<file path="config.mk">
export PLATFORM = sky130hd
export DESIGN_NAME = framed_uart_command_receiver
export DESIGN_NICKNAME = d
export VERILOG_FILES = /design/src/hw/rtl/fcr_pkg.sv /design/src/hw/rtl/framed_uart_command_receiver.sv
export VERILOG_INCLUDE_DIRS = /design/src /design/src/hw/rtl
export SDC_FILE = /design/constraint.sdc
export NUM_CORES = 1
export LEC_CHECK = 0
export BUFFER_PORTS_ARGS = -buffer_cell sky130_fd_sc_hd__buf_4
export CAP_MARGIN = 5
export CORE_MARGIN = 2
export CORE_UTILIZATION = 40
export CTS_CLUSTER_DIAMETER = 150
export DETAILED_ROUTE_END_ITERATION = 16
export SYNTH_ARGS = -nofsm -noshare
export SYNTH_HDL_FRONTEND = slang
export SYNTH_SLANG_ARGS = --single-unit
export TNS_END_PERCENT = 100
</file>
<file path="constraint.sdc">
create_clock -name clock -period 8.45 [get_ports clock]
set_input_delay 0.845 -clock clock [delete_from_list [all_inputs] [get_ports clock]]
set_output_delay 0.845 -clock clock [all_outputs]
set_load 0.1 [all_outputs]
</file>
<file path="src/hw/rtl/framed_uart_command_receiver_macros.svh">
// Assertion macros shared by the frame receiver RTL.
`ifndef FRAMED_UART_COMMAND_RECEIVER_MACROS_SVH
`define FRAMED_UART_COMMAND_RECEIVER_MACROS_SVH

// Property checked on every rising clock edge outside reset.
`define FCR_ASSERT(label, prop, msg) \
   label: assert property (@(posedge clock) disable iff (reset) (prop)) else $error(msg);

// Overlapping implication checked outside reset.
`define FCR_ASSERT_IMPL(label, ante, cons, msg) \
   label: assert property (@(posedge clock) disable iff (reset) (ante) |-> (cons)) \
      else $error(msg);

// Next-cycle implication checked outside reset.
`define FCR_ASSERT_NEXT(label, ante, cons, msg) \
   label: assert property (@(posedge clock) disable iff (reset) (ante) |=> (cons)) \
      else $error(msg);

`endif

</file>
<file path="src/hw/rtl/fcr_pkg.sv">
// Types, constants and helper functions of the framed command receiver.
package fcr_pkg;

   // Frame and payload sizing
   localparam int MAX_LEN = 16;
   localparam int CNT_W   = $clog2(MAX_LEN + 1);

   // Field widths
   localparam int BYTE_W      = 8;
   localparam int INT_W       = 16;
   localparam int FRAC_W      = 20;
   localparam int FDIG_W      = 3;
   localparam int ANGLE_W     = 32;
   localparam int CSR_IDX_W   = 2;
   localparam int FRAC_DIGITS = 6;

   // Register indexes
   localparam logic [CSR_IDX_W-1:0] CSR_START_BYTE     = 2'd0;
   localparam logic [CSR_IDX_W-1:0] CSR_END_BYTE       = 2'd1;
   localparam logic [CSR_IDX_W-1:0] CSR_DIRECTION_CODE = 2'd2;
   localparam logic [CSR_IDX_W-1:0] CSR_ANGLE_CODE     = 2'd3;

   // Register reset values
   localparam logic [BYTE_W-1:0] START_BYTE_RST     = 8'hFF;
   localparam logic [BYTE_W-1:0] END_BYTE_RST       = 8'hFE;
   localparam logic [BYTE_W-1:0] DIRECTION_CODE_RST = 8'h01;
   localparam logic [BYTE_W-1:0] ANGLE_CODE_RST     = 8'h02;

   // Result kinds
   localparam logic KIND_DIRECTION = 1'b0;
   localparam logic KIND_ANGLE     = 1'b1;

   // Characters
   localparam logic [BYTE_W-1:0] CHAR_SPACE = 8'h20;
   localparam logic [BYTE_W-1:0] CHAR_TAB   = 8'h09;
   localparam logic [BYTE_W-1:0] CHAR_CR    = 8'h0D;
   localparam logic [BYTE_W-1:0] CHAR_PLUS  = 8'h2B;
   localparam logic [BYTE_W-1:0] CHAR_MINUS = 8'h2D;
   localparam logic [BYTE_W-1:0] CHAR_POINT = 8'h2E;
   localparam logic [BYTE_W-1:0] CHAR_ZERO  = 8'h30;
   localparam logic [BYTE_W-1:0] CHAR_NINE  = 8'h39;

   // Saturation limits
   localparam logic [INT_W-1:0]   INT_MAX = '1;
   localparam logic [ANGLE_W-1:0] POS_MAX = 32'h7FFF_FFFF;
   localparam logic [ANGLE_W-1:0] NEG_MIN = 32'h8000_0000;

   // floor(x * 2^16 / 10^6) == (x * RECIP_M) >> RECIP_SHIFT for x < 2^20
   localparam int RECIP_W     = 31;
   localparam int RECIP_SHIFT = 34;
   localparam logic [RECIP_W-1:0] RECIP_M = 31'd1125899907;
   localparam int PROD_W      = FRAC_W + RECIP_W;

   typedef enum logic [1:0] {
      PH_START = 2'd0,
      PH_FLAG  = 2'd1,
      PH_DATA  = 2'd2
   } phase_type;

   typedef enum logic [1:0] {
      NUM_WS   = 2'd0,
      NUM_INT  = 2'd1,
      NUM_FRAC = 2'd2,
      NUM_DONE = 2'd3
   } num_type;

   // Scale that brings a fraction of n digits up to six digits: 10^(6-n)
   function automatic logic [FRAC_W-1:0] frac_scale(input logic [FDIG_W-1:0] n);
      logic [FRAC_W-1:0] s;
      unique case (n)
         3'd0:    s = 20'd1000000;
         3'd1:    s = 20'd100000;
         3'd2:    s = 20'd10000;
         3'd3:    s = 20'd1000;
         3'd4:    s = 20'd100;
         3'd5:    s = 20'd10;
         default: s = 20'd1;
      endcase
      return s;
   endfunction

   // Space, tab, line feed, vertical tab, form feed, carriage return
   function automatic logic is_space(input logic [BYTE_W-1:0] c);
      return (c == CHAR_SPACE) || ((c >= CHAR_TAB) && (c <= CHAR_CR));
   endfunction

endpackage

</file>
<file path="src/hw/rtl/framed_uart_command_receiver.sv">
// Framed command receiver: frame parser, decimal parser and result pipeline.
//
//  channel | ports                                         | direction
//  --------+-----------------------------------------------+----------
//  req     | req_valid, req_stall, req_rx_byte             | in
//  rsp     | rsp_valid, rsp_stall, rsp_result_kind,        | out
//          | rsp_direction_value, rsp_angle_value          |
//  csr     | csr_write, csr_index, csr_wdata               | in
//
// One byte is taken per cycle unless req_stall is high; it updates frame and number state.
// A result leaves three registers after its end byte: snapshot (fraction scaling
// multiply), reciprocal multiply, then add/negate/saturate into the output register.
// Reset (synchronous) restores the register defaults and empties all stages.
// Empty stages collapse while rsp_stall is high; req_stall rises only when the
// snapshot, multiply and output registers all hold results.
`include "framed_uart_command_receiver_macros.svh"

module framed_uart_command_receiver (
   input  logic                                clock,
   input  logic                                reset,
   // byte input
   input  logic                                req_valid,
   output logic                                req_stall,
   input  logic [fcr_pkg::BYTE_W-1:0]          req_rx_byte,
   // result output
   output logic                                rsp_valid,
   input  logic                                rsp_stall,
   output logic                                rsp_result_kind,
   output logic [fcr_pkg::BYTE_W-1:0]          rsp_direction_value,
   output logic signed [fcr_pkg::ANGLE_W-1:0]  rsp_angle_value,
   // register writes
   input  logic                                csr_write,
   input  logic [fcr_pkg::CSR_IDX_W-1:0]       csr_index,
   input  logic [fcr_pkg::BYTE_W-1:0]          csr_wdata
);

   // Configuration registers
   logic [fcr_pkg::BYTE_W-1:0] start_byte_ff, end_byte_ff, dir_code_ff, angle_code_ff;

   // Frame and number state
   fcr_pkg::phase_type         phase_ff, phase_in;
   logic [fcr_pkg::CNT_W-1:0]  count_ff, count_in;
   logic [fcr_pkg::BYTE_W-1:0] flag_ff, flag_in;
   logic [fcr_pkg::BYTE_W-1:0] first_ff, first_in;
   fcr_pkg::num_type           num_ff, num_in;
   logic                       neg_ff, neg_in;
   logic [fcr_pkg::INT_W-1:0]  int_ff, int_in;
   logic [fcr_pkg::FRAC_W-1:0] frac_ff, frac_in;
   logic [fcr_pkg::FDIG_W-1:0] fdig_ff, fdig_in;

   // Result pipeline
   logic                       a_valid_ff, b_valid_ff, o_valid_ff;
   logic                       a_kind_ff, b_kind_ff, o_kind_ff;
   logic [fcr_pkg::BYTE_W-1:0] a_dir_ff, b_dir_ff, o_dir_ff;
   logic                       a_neg_ff, b_neg_ff;
   logic [fcr_pkg::INT_W-1:0]  a_int_ff, b_int_ff;
   logic [fcr_pkg::FRAC_W-1:0] a_frac6_ff;
   logic [fcr_pkg::INT_W-1:0]  b_fq_ff;
   logic [fcr_pkg::ANGLE_W-1:0] o_angle_ff, o_angle_in;

   logic                       req_accept;
   logic                       emit, emit_kind;
   logic                       o_free, b_free, a_free;
   logic                       is_digit;
   logic [3:0]                 digit;
   logic [fcr_pkg::FRAC_W-1:0] int_x10;
   logic [fcr_pkg::FRAC_W+3:0] frac_x10;
   logic [2*fcr_pkg::FRAC_W-1:0] frac6_full;
   logic [fcr_pkg::PROD_W-1:0] fq_full;
   logic [fcr_pkg::ANGLE_W-1:0] mag;
   logic                       end_taken, o_dir_word, o_angle_word;

   // Handshake and stage movement; a stage loads when empty or draining
   assign o_free     = !o_valid_ff || !rsp_stall;
   assign b_free     = !b_valid_ff || o_free;
   assign a_free     = !a_valid_ff || b_free;
   assign req_stall  = !a_free;
   assign req_accept = req_valid && !req_stall;

   // Digit decode
   assign is_digit = (req_rx_byte >= fcr_pkg::CHAR_ZERO) && (req_rx_byte <= fcr_pkg::CHAR_NINE);
   assign digit    = req_rx_byte[3:0];
   assign int_x10  = {1'b0, int_ff, 3'b000} + {3'b000, int_ff, 1'b0} + {16'd0, digit};
   assign frac_x10 = {1'b0, frac_ff, 3'b000} + {3'b000, frac_ff, 1'b0} + {20'd0, digit};

   // Frame state machine with the incremental decimal parser
   always_comb begin
      phase_in  = phase_ff;
      count_in  = count_ff;
      flag_in   = flag_ff;
      first_in  = first_ff;
      num_in    = num_ff;
      neg_in    = neg_ff;
      int_in    = int_ff;
      frac_in   = frac_ff;
      fdig_in   = fdig_ff;
      emit      = 1'b0;
      emit_kind = fcr_pkg::KIND_DIRECTION;
      if (req_accept) begin
         unique case (phase_ff)
            fcr_pkg::PH_FLAG: begin
               flag_in  = req_rx_byte;
               phase_in = fcr_pkg::PH_DATA;
            end
            fcr_pkg::PH_DATA: begin
               if (req_rx_byte == end_byte_ff) begin
                  phase_in = fcr_pkg::PH_START;
                  if (flag_ff == dir_code_ff) begin
                     emit      = (count_ff <= fcr_pkg::CNT_W'(1));
                     emit_kind = fcr_pkg::KIND_DIRECTION;
                  end else if (flag_ff == angle_code_ff) begin
                     emit      = 1'b1;
                     emit_kind = fcr_pkg::KIND_ANGLE;
                  end
               end else if (count_ff < fcr_pkg::CNT_W'(fcr_pkg::MAX_LEN)) begin
                  if (count_ff == '0) begin
                     first_in = req_rx_byte;
                  end
                  count_in = count_ff + fcr_pkg::CNT_W'(1);
                  // decimal parser
                  unique case (num_ff)
                     fcr_pkg::NUM_WS: begin
                        priority if (fcr_pkg::is_space(req_rx_byte)) begin
                           num_in = fcr_pkg::NUM_WS;
                        end else if (req_rx_byte == fcr_pkg::CHAR_PLUS ||
                                     req_rx_byte == fcr_pkg::CHAR_MINUS) begin
                           neg_in = (req_rx_byte == fcr_pkg::CHAR_MINUS);
                           num_in = fcr_pkg::NUM_INT;
                        end else if (req_rx_byte == fcr_pkg::CHAR_POINT) begin
                           num_in = fcr_pkg::NUM_FRAC;
                        end else if (is_digit) begin
                           int_in = {12'd0, digit};
                           num_in = fcr_pkg::NUM_INT;
                        end else begin
                           num_in = fcr_pkg::NUM_DONE;
                        end
                     end
                     fcr_pkg::NUM_INT: begin
                        priority if (is_digit) begin
                           int_in = (int_x10 > {4'd0, fcr_pkg::INT_MAX}) ?
                                    fcr_pkg::INT_MAX : int_x10[fcr_pkg::INT_W-1:0];
                        end else if (req_rx_byte == fcr_pkg::CHAR_POINT) begin
                           num_in = fcr_pkg::NUM_FRAC;
                        end else begin
                           num_in = fcr_pkg::NUM_DONE;
                        end
                     end
                     fcr_pkg::NUM_FRAC: begin
                        if (is_digit) begin
                           if (fdig_ff < fcr_pkg::FDIG_W'(fcr_pkg::FRAC_DIGITS)) begin
                              frac_in = frac_x10[fcr_pkg::FRAC_W-1:0];
                              fdig_in = fdig_ff + fcr_pkg::FDIG_W'(1);
                           end
                        end else begin
                           num_in = fcr_pkg::NUM_DONE;
                        end
                     end
                     default: begin
                        num_in = fcr_pkg::NUM_DONE;
                     end
                  endcase
               end else begin
                  // payload overflow drops the frame
                  phase_in = fcr_pkg::PH_START;
               end
            end
            default: begin
               phase_in = fcr_pkg::PH_START;
               if (req_rx_byte == start_byte_ff) begin
                  phase_in = fcr_pkg::PH_FLAG;
                  count_in = '0;
                  num_in   = fcr_pkg::NUM_WS;
                  neg_in   = 1'b0;
                  int_in   = '0;
                  frac_in  = '0;
                  fdig_in  = '0;
               end
            end
         endcase
      end
   end

   // Fraction brought to six digits, then times 2^16 / 10^6 by reciprocal
   assign frac6_full = {{fcr_pkg::FRAC_W{1'b0}}, frac_ff} *
                       {{fcr_pkg::FRAC_W{1'b0}}, fcr_pkg::frac_scale(fdig_ff)};
   assign fq_full    = fcr_pkg::PROD_W'(a_frac6_ff) * fcr_pkg::PROD_W'(fcr_pkg::RECIP_M);

   // Magnitude, sign and saturation
   assign mag = {b_int_ff, b_fq_ff};
   always_comb begin
      if (b_kind_ff != fcr_pkg::KIND_ANGLE) begin
         o_angle_in = '0;
      end else if (b_neg_ff) begin
         o_angle_in = (mag >= fcr_pkg::NEG_MIN) ? fcr_pkg::NEG_MIN : (~mag + 32'd1);
      end else begin
         o_angle_in = (mag > fcr_pkg::POS_MAX) ? fcr_pkg::POS_MAX : mag;
      end
   end

   // Control registers
   always_ff @(posedge clock) begin
      if (reset) begin
         start_byte_ff <= fcr_pkg::START_BYTE_RST;
         end_byte_ff   <= fcr_pkg::END_BYTE_RST;
         dir_code_ff   <= fcr_pkg::DIRECTION_CODE_RST;
         angle_code_ff <= fcr_pkg::ANGLE_CODE_RST;
         phase_ff      <= fcr_pkg::PH_START;
         count_ff      <= '0;
         flag_ff       <= '0;
         first_ff      <= '0;
         num_ff        <= fcr_pkg::NUM_WS;
         neg_ff        <= 1'b0;
         int_ff        <= '0;
         frac_ff       <= '0;
         fdig_ff       <= '0;
         a_valid_ff    <= 1'b0;
         b_valid_ff    <= 1'b0;
         o_valid_ff    <= 1'b0;
      end else begin
         if (csr_write) begin
            unique case (csr_index)
               fcr_pkg::CSR_START_BYTE:     start_byte_ff <= csr_wdata;
               fcr_pkg::CSR_END_BYTE:       end_byte_ff   <= csr_wdata;
               fcr_pkg::CSR_DIRECTION_CODE: dir_code_ff   <= csr_wdata;
               default:                     angle_code_ff <= csr_wdata;
            endcase
         end
         phase_ff <= phase_in;
         count_ff <= count_in;
         flag_ff  <= flag_in;
         first_ff <= first_in;
         num_ff   <= num_in;
         neg_ff   <= neg_in;
         int_ff   <= int_in;
         frac_ff  <= frac_in;
         fdig_ff  <= fdig_in;
         if (a_free) begin
            a_valid_ff <= emit;
         end
         if (b_free) begin
            b_valid_ff <= a_valid_ff;
         end
         if (o_free) begin
            o_valid_ff <= b_valid_ff;
         end
      end
   end

   // Pipeline payload registers
   always_ff @(posedge clock) begin
      if (a_free) begin
         a_kind_ff  <= emit_kind;
         a_dir_ff   <= first_ff;
         a_neg_ff   <= neg_ff;
         a_int_ff   <= int_ff;
         a_frac6_ff <= frac6_full[fcr_pkg::FRAC_W-1:0];
      end
      if (b_free) begin
         b_kind_ff <= a_kind_ff;
         b_dir_ff  <= (a_kind_ff == fcr_pkg::KIND_DIRECTION) ? a_dir_ff : '0;
         b_neg_ff  <= a_neg_ff;
         b_int_ff  <= a_int_ff;
         b_fq_ff   <= fq_full[fcr_pkg::RECIP_SHIFT +: fcr_pkg::INT_W];
      end
      if (o_free) begin
         o_kind_ff  <= b_kind_ff;
         o_dir_ff   <= b_dir_ff;
         o_angle_ff <= o_angle_in;
      end
   end

   assign rsp_valid           = o_valid_ff;
   assign rsp_result_kind     = o_kind_ff;
   assign rsp_direction_value = o_dir_ff;
   assign rsp_angle_value     = o_angle_ff;

   // Checks
   assign end_taken    = req_accept && (phase_ff == fcr_pkg::PH_DATA) &&
                         (req_rx_byte == end_byte_ff);
   assign o_dir_word   = o_valid_ff && (o_kind_ff == fcr_pkg::KIND_DIRECTION);
   assign o_angle_word = o_valid_ff && (o_kind_ff == fcr_pkg::KIND_ANGLE);

   `FCR_ASSERT(a_fdig_max, fdig_ff <= fcr_pkg::FDIG_W'(fcr_pkg::FRAC_DIGITS), "too many digits")
   `FCR_ASSERT_NEXT(a_end_closes, end_taken, phase_ff == fcr_pkg::PH_START, "frame not closed")
   `FCR_ASSERT_NEXT(a_stage_a_moves, a_valid_ff && b_free, b_valid_ff, "snapshot word lost")
   `FCR_ASSERT_IMPL(a_dir_no_angle, o_dir_word, o_angle_ff == '0, "direction word has an angle")
   `FCR_ASSERT_IMPL(a_angle_no_dir, o_angle_word, o_dir_ff == '0, "angle word has a direction")

endmodule

</file>
==> impl_metrics.json <==
{
  "setup_violations": 0,
  "globalRouteTotalUtil": 0.184,
  "final.setup.tns_ns": 0,
  "rows": 92,
  "vias": 17800,
  "crit_type": "reg -> reg",
  "chipHeight_um": 257,
  "layout_overhead_on_the_synthesized_area_pct": 8.74,
  "numCtsBuffers": 26,
  "fraction_of_layout_instances_using_a_drive_strength_above_1": 0.0560,
  "max_freq_mhz": 128,
  "detail_route.wl_per_cell_um": 17.2,
  "average_vias_per_placed_instance": 5.08,
  "cts-root-to-sink-buffers": 3,
  "final.fill_count": 6093,
  "finalHoldWorstSlack_ns": 0.412,
  "chipWidth_um": 257,
  "syn_area_sq_um": 25700,
  "antenna_found_initial": 0,
  "ys_ff_latch": 229,
  "grt_start_max_net_pins": 77,
  "synth_compound_area_frac": 0.0782,
  "port-buffer-count": 65,
  "num_io_pins": 66,
  "worst_setup_hold_path_clk_slew_ns": 0.06,
  "result_of_the_run": "completed",
  "synthXorXnorAreaFrac": 0.0449,
  "synthAdderAreaFrac": 0.425,
  "number_of_enable_type_register_cells_in_the_synthesized_netlist": 129,
  "antennaDiodeCount": 0,
  "yosysWarnings": 0,
  "detail_route.iter0.violations": 916,
  "cp_data_arrival_time_ns": 8.11,
  "layout_min_cycle_time_ns": 7.83,
  "critPathLaunchType": "flip-flop",
  "cts_root_buf": "sky130_fd_sc_hd__clkbuf_16",
  "synth_mux_area_frac": 0.0122,
  "cts_sinks": 229,
  "drtAntennaViolNets": 0,
  "synth_cell_types": 65,
  "power_leakage_uw": 0.0145,
  "critical-path-slowest-cell": "sky130_fd_sc_hd__fa_1",
  "grt_overflow_total": 0,
  "htreeDepth": 1,
  "clock_latency_on_the_worst_skew_pair_ns": 0.54,
  "first_pass_iters": 5,
  "finalMaxSlewViolations": 0,
  "grt_setup_unrepaired": "no",
  "postCtsSetupBuffers": 0,
  "hp-class": "reg -> reg",
  "clock_tree_from_tritoncts": "built",
  "drv.max_cap_violation_count": 0,
  "critical-path-top-cell-by-count": "sky130_fd_sc_hd__fa_1",
  "post_synth_inst_count": 2612,
  "cp_cell_sequence": "ha_1 > and2_1 > a21oi_1 > nor2_1 > buf_4 > and2_1 > fa_1 > fa_1 > inv_1 > fa_1 > inv_1 > fa_1 > fa_1 > fa_1 > fa_1 > ha_1 > a21o_1 > a21o_1 > o21ai_0 > o21bai_1 > a21o_1 > xor3_1",
  "synth_async_sr_flop_share": 0,
  "cts-resized-gates": 0,
  "worst-endpoint-required_ns": 8.73,
  "layout_worst_path_cycle_share": 0.926,
  "power.ir.vdd_worst_mv": 0.141,
  "synth_simple_gate_area_frac": 0.127,
  "sequential_cell_area_sq_um": 5880,
  "finalNetCount": 3346,
  "multiInputGateArea_sq_um": 17600,
  "synth_ff_type": "sky130_fd_sc_hd__edfxtp_1",
  "place_congestion": 0.930,
  "finClkSkew_ns": 0.0173,
  "detailedPlacementHpwl_um": 48800,
  "start_util": 0.405,
  "power-per-cell-area_nw_per_um2": 84.3,
  "grt_pass1_wl_um": 98300,
  "wirelength_um": 60200,
  "slew_headroom": 0.235,
  "critical_path.endpoint_type": "flip-flop",
  "ctsHoldBuffers": 0,
  "seq_area_frac_synth": 0.229,
  "drcViolationCount": 0,
  "timing.final.hold_violations": 0,
  "via_count_of_the_first_global_routing_pass": 18700,
  "max_slew.worst_pin.slew_ns": 1.15,
  "placeableCoreArea_sq_um": 63300,
  "fp.dieArea_sq_um": 66200,
  "slowest_delay_ns": 0.53,
  "average_instance_area_after_synthesis_sq_um": 9.83,
  "synth_fp_nets": 3316,
  "timing.critical_path.fanout_max": 13,
  "combinational_family_with_the_most_area_after_synthesis": "adder cells",
  "finalCoreUtilization": 0.441
}
[layout make-up]
class                           count  share of cell area
Inverter                          496              0.0667
Timing Repair Buffer               82              0.0221
Multi-Input combinational cell   1807               0.632
Clock inverter                     15             0.00417
Tap cell                          846              0.0379
Clock buffer                       33              0.0264
Sequential cell                   229               0.211
[state kept, by name (all words and copies together), names as in the netlist, 16 cells and up]
register and cells:
a_frac6_ff 20, a_int_ff 16, b_fq_ff 16, b_int_ff 16
frac_ff 20, int_ff 16, rsp_angle_value 32
[critical path, delay by kind of cell, from the launching register on]
kind	cells	cell delay, ns
adders and majority gates	9	4.39
and+or+nand+nor	3	1.17
AOI/OAI and AO/OA	6	0.94
DFF	1	0.51
buffers and inverters	3	0.38
xor gates and xnor gates	1	0.18
[power breakdown]
part / internal [uW] / switching [uW]
clock: 649 / 467
combinational: 22.2 / 38.5
sequential: 1170 / 3.90
total: 1840 / 509
[cell families (layout without fill, tap and decap cells)]
family	after synthesis	after routing
simple gates	657	657
fa+ha+maj	681	681
mux	31	31
buf+inv	576	626
flops	229	229
xor+xnor	130	130
compound gates	308	308
[cells in the mapped netlist (24+ instances only)]
| cell | count | share of area |
|---|---|---|
| sky130_fd_sc_hd__nor3_1 | 27 | 0.0053 |
| sky130_fd_sc_hd__nor2b_1 | 24 | 0.0058 |
| sky130_fd_sc_hd__ha_1 | 364 | 0.18 |
| sky130_fd_sc_hd__dfxtp_1 | 100 | 0.078 |
| sky130_fd_sc_hd__xor2_1 | 59 | 0.020 |
| sky130_fd_sc_hd__fa_1 | 317 | 0.25 |
| sky130_fd_sc_hd__nand3_1 | 35 | 0.0068 |
| sky130_fd_sc_hd__o21ai_0 | 48 | 0.0094 |
| sky130_fd_sc_hd__clkbuf_1 | 75 | 0.011 |
| sky130_fd_sc_hd__edfxtp_1 | 129 | 0.15 |
| sky130_fd_sc_hd__xnor2_1 | 70 | 0.024 |
| sky130_fd_sc_hd__inv_1 | 496 | 0.073 |
| sky130_fd_sc_hd__mux2i_1 | 28 | 0.011 |
| sky130_fd_sc_hd__nor2_1 | 149 | 0.022 |
| sky130_fd_sc_hd__and3_1 | 36 | 0.0088 |
| sky130_fd_sc_hd__a21oi_1 | 91 | 0.018 |
| sky130_fd_sc_hd__nand2_1 | 192 | 0.028 |
| sky130_fd_sc_hd__and2_1 | 100 | 0.024 |
[stage by stage]
| step | setup slack [ns] | total power [uW] | instance area, sq um | instances |
|---|---|---|---|---|
| detailed placement | 0.648 | 1260 | 27100 | 3460 |
| global placement | 0.833 | 1260 | 27100 | 3460 |
| floorplan | 1.29 | 1230 | 25700 | 2612 |
| CTS | 0.638 | 2380 | 27900 | 3508 |
| finish | 0.622 | 2350 | 27900 | 3508 |
| global route | 0.191 | 2420 | 27900 | 3508 |
[cell usage in the layout, fill, tap and decap left out, types with 34 or more instances in the layout]
cell type                  instances
sky130_fd_sc_hd__a21oi_1          91
sky130_fd_sc_hd__and2_1          100
sky130_fd_sc_hd__and3_1           36
sky130_fd_sc_hd__buf_4            82
sky130_fd_sc_hd__dfxtp_1         100
sky130_fd_sc_hd__edfxtp_1        129
sky130_fd_sc_hd__fa_1            317
sky130_fd_sc_hd__ha_1            364
sky130_fd_sc_hd__inv_1           496
sky130_fd_sc_hd__nand2_1         191
sky130_fd_sc_hd__nand3_1          34
sky130_fd_sc_hd__nor2_1          149
sky130_fd_sc_hd__o21ai_0          48
sky130_fd_sc_hd__xnor2_1          70
sky130_fd_sc_hd__xor2_1           59
[per-layer routing]
layer,vias up,wire length (um),global-route usage
met5,-,0,0
met4,0,1570,0.0478
met3,95,2680,0.0226
met2,357,28000,0.306
met1,8765,27900,0.253
li1,8596,-,-
[worst paths after layout]
| path | endpoint | start | cells past startpoint | slack, ns |
|---|---|---|---|---|
| setup / recovery | a_frac6_ff[19]$_DFFE_PN_ | fdig_ff[0]$_SDFFE_PP0P_ | 22 | 0.62 |
| setup reg to reg | a_frac6_ff[19]$_DFFE_PN_ | fdig_ff[0]$_SDFFE_PP0P_ | 22 | 0.62 |
| hold / removal | b_int_ff[8]$_DFFE_PP_ | a_int_ff[8]$_DFFE_PN_ | 0 | 0.41 |
| hold reg to reg | b_int_ff[8]$_DFFE_PP_ | a_int_ff[8]$_DFFE_PN_ | 0 | 0.41 |
(Power assumes the default switching activity.)
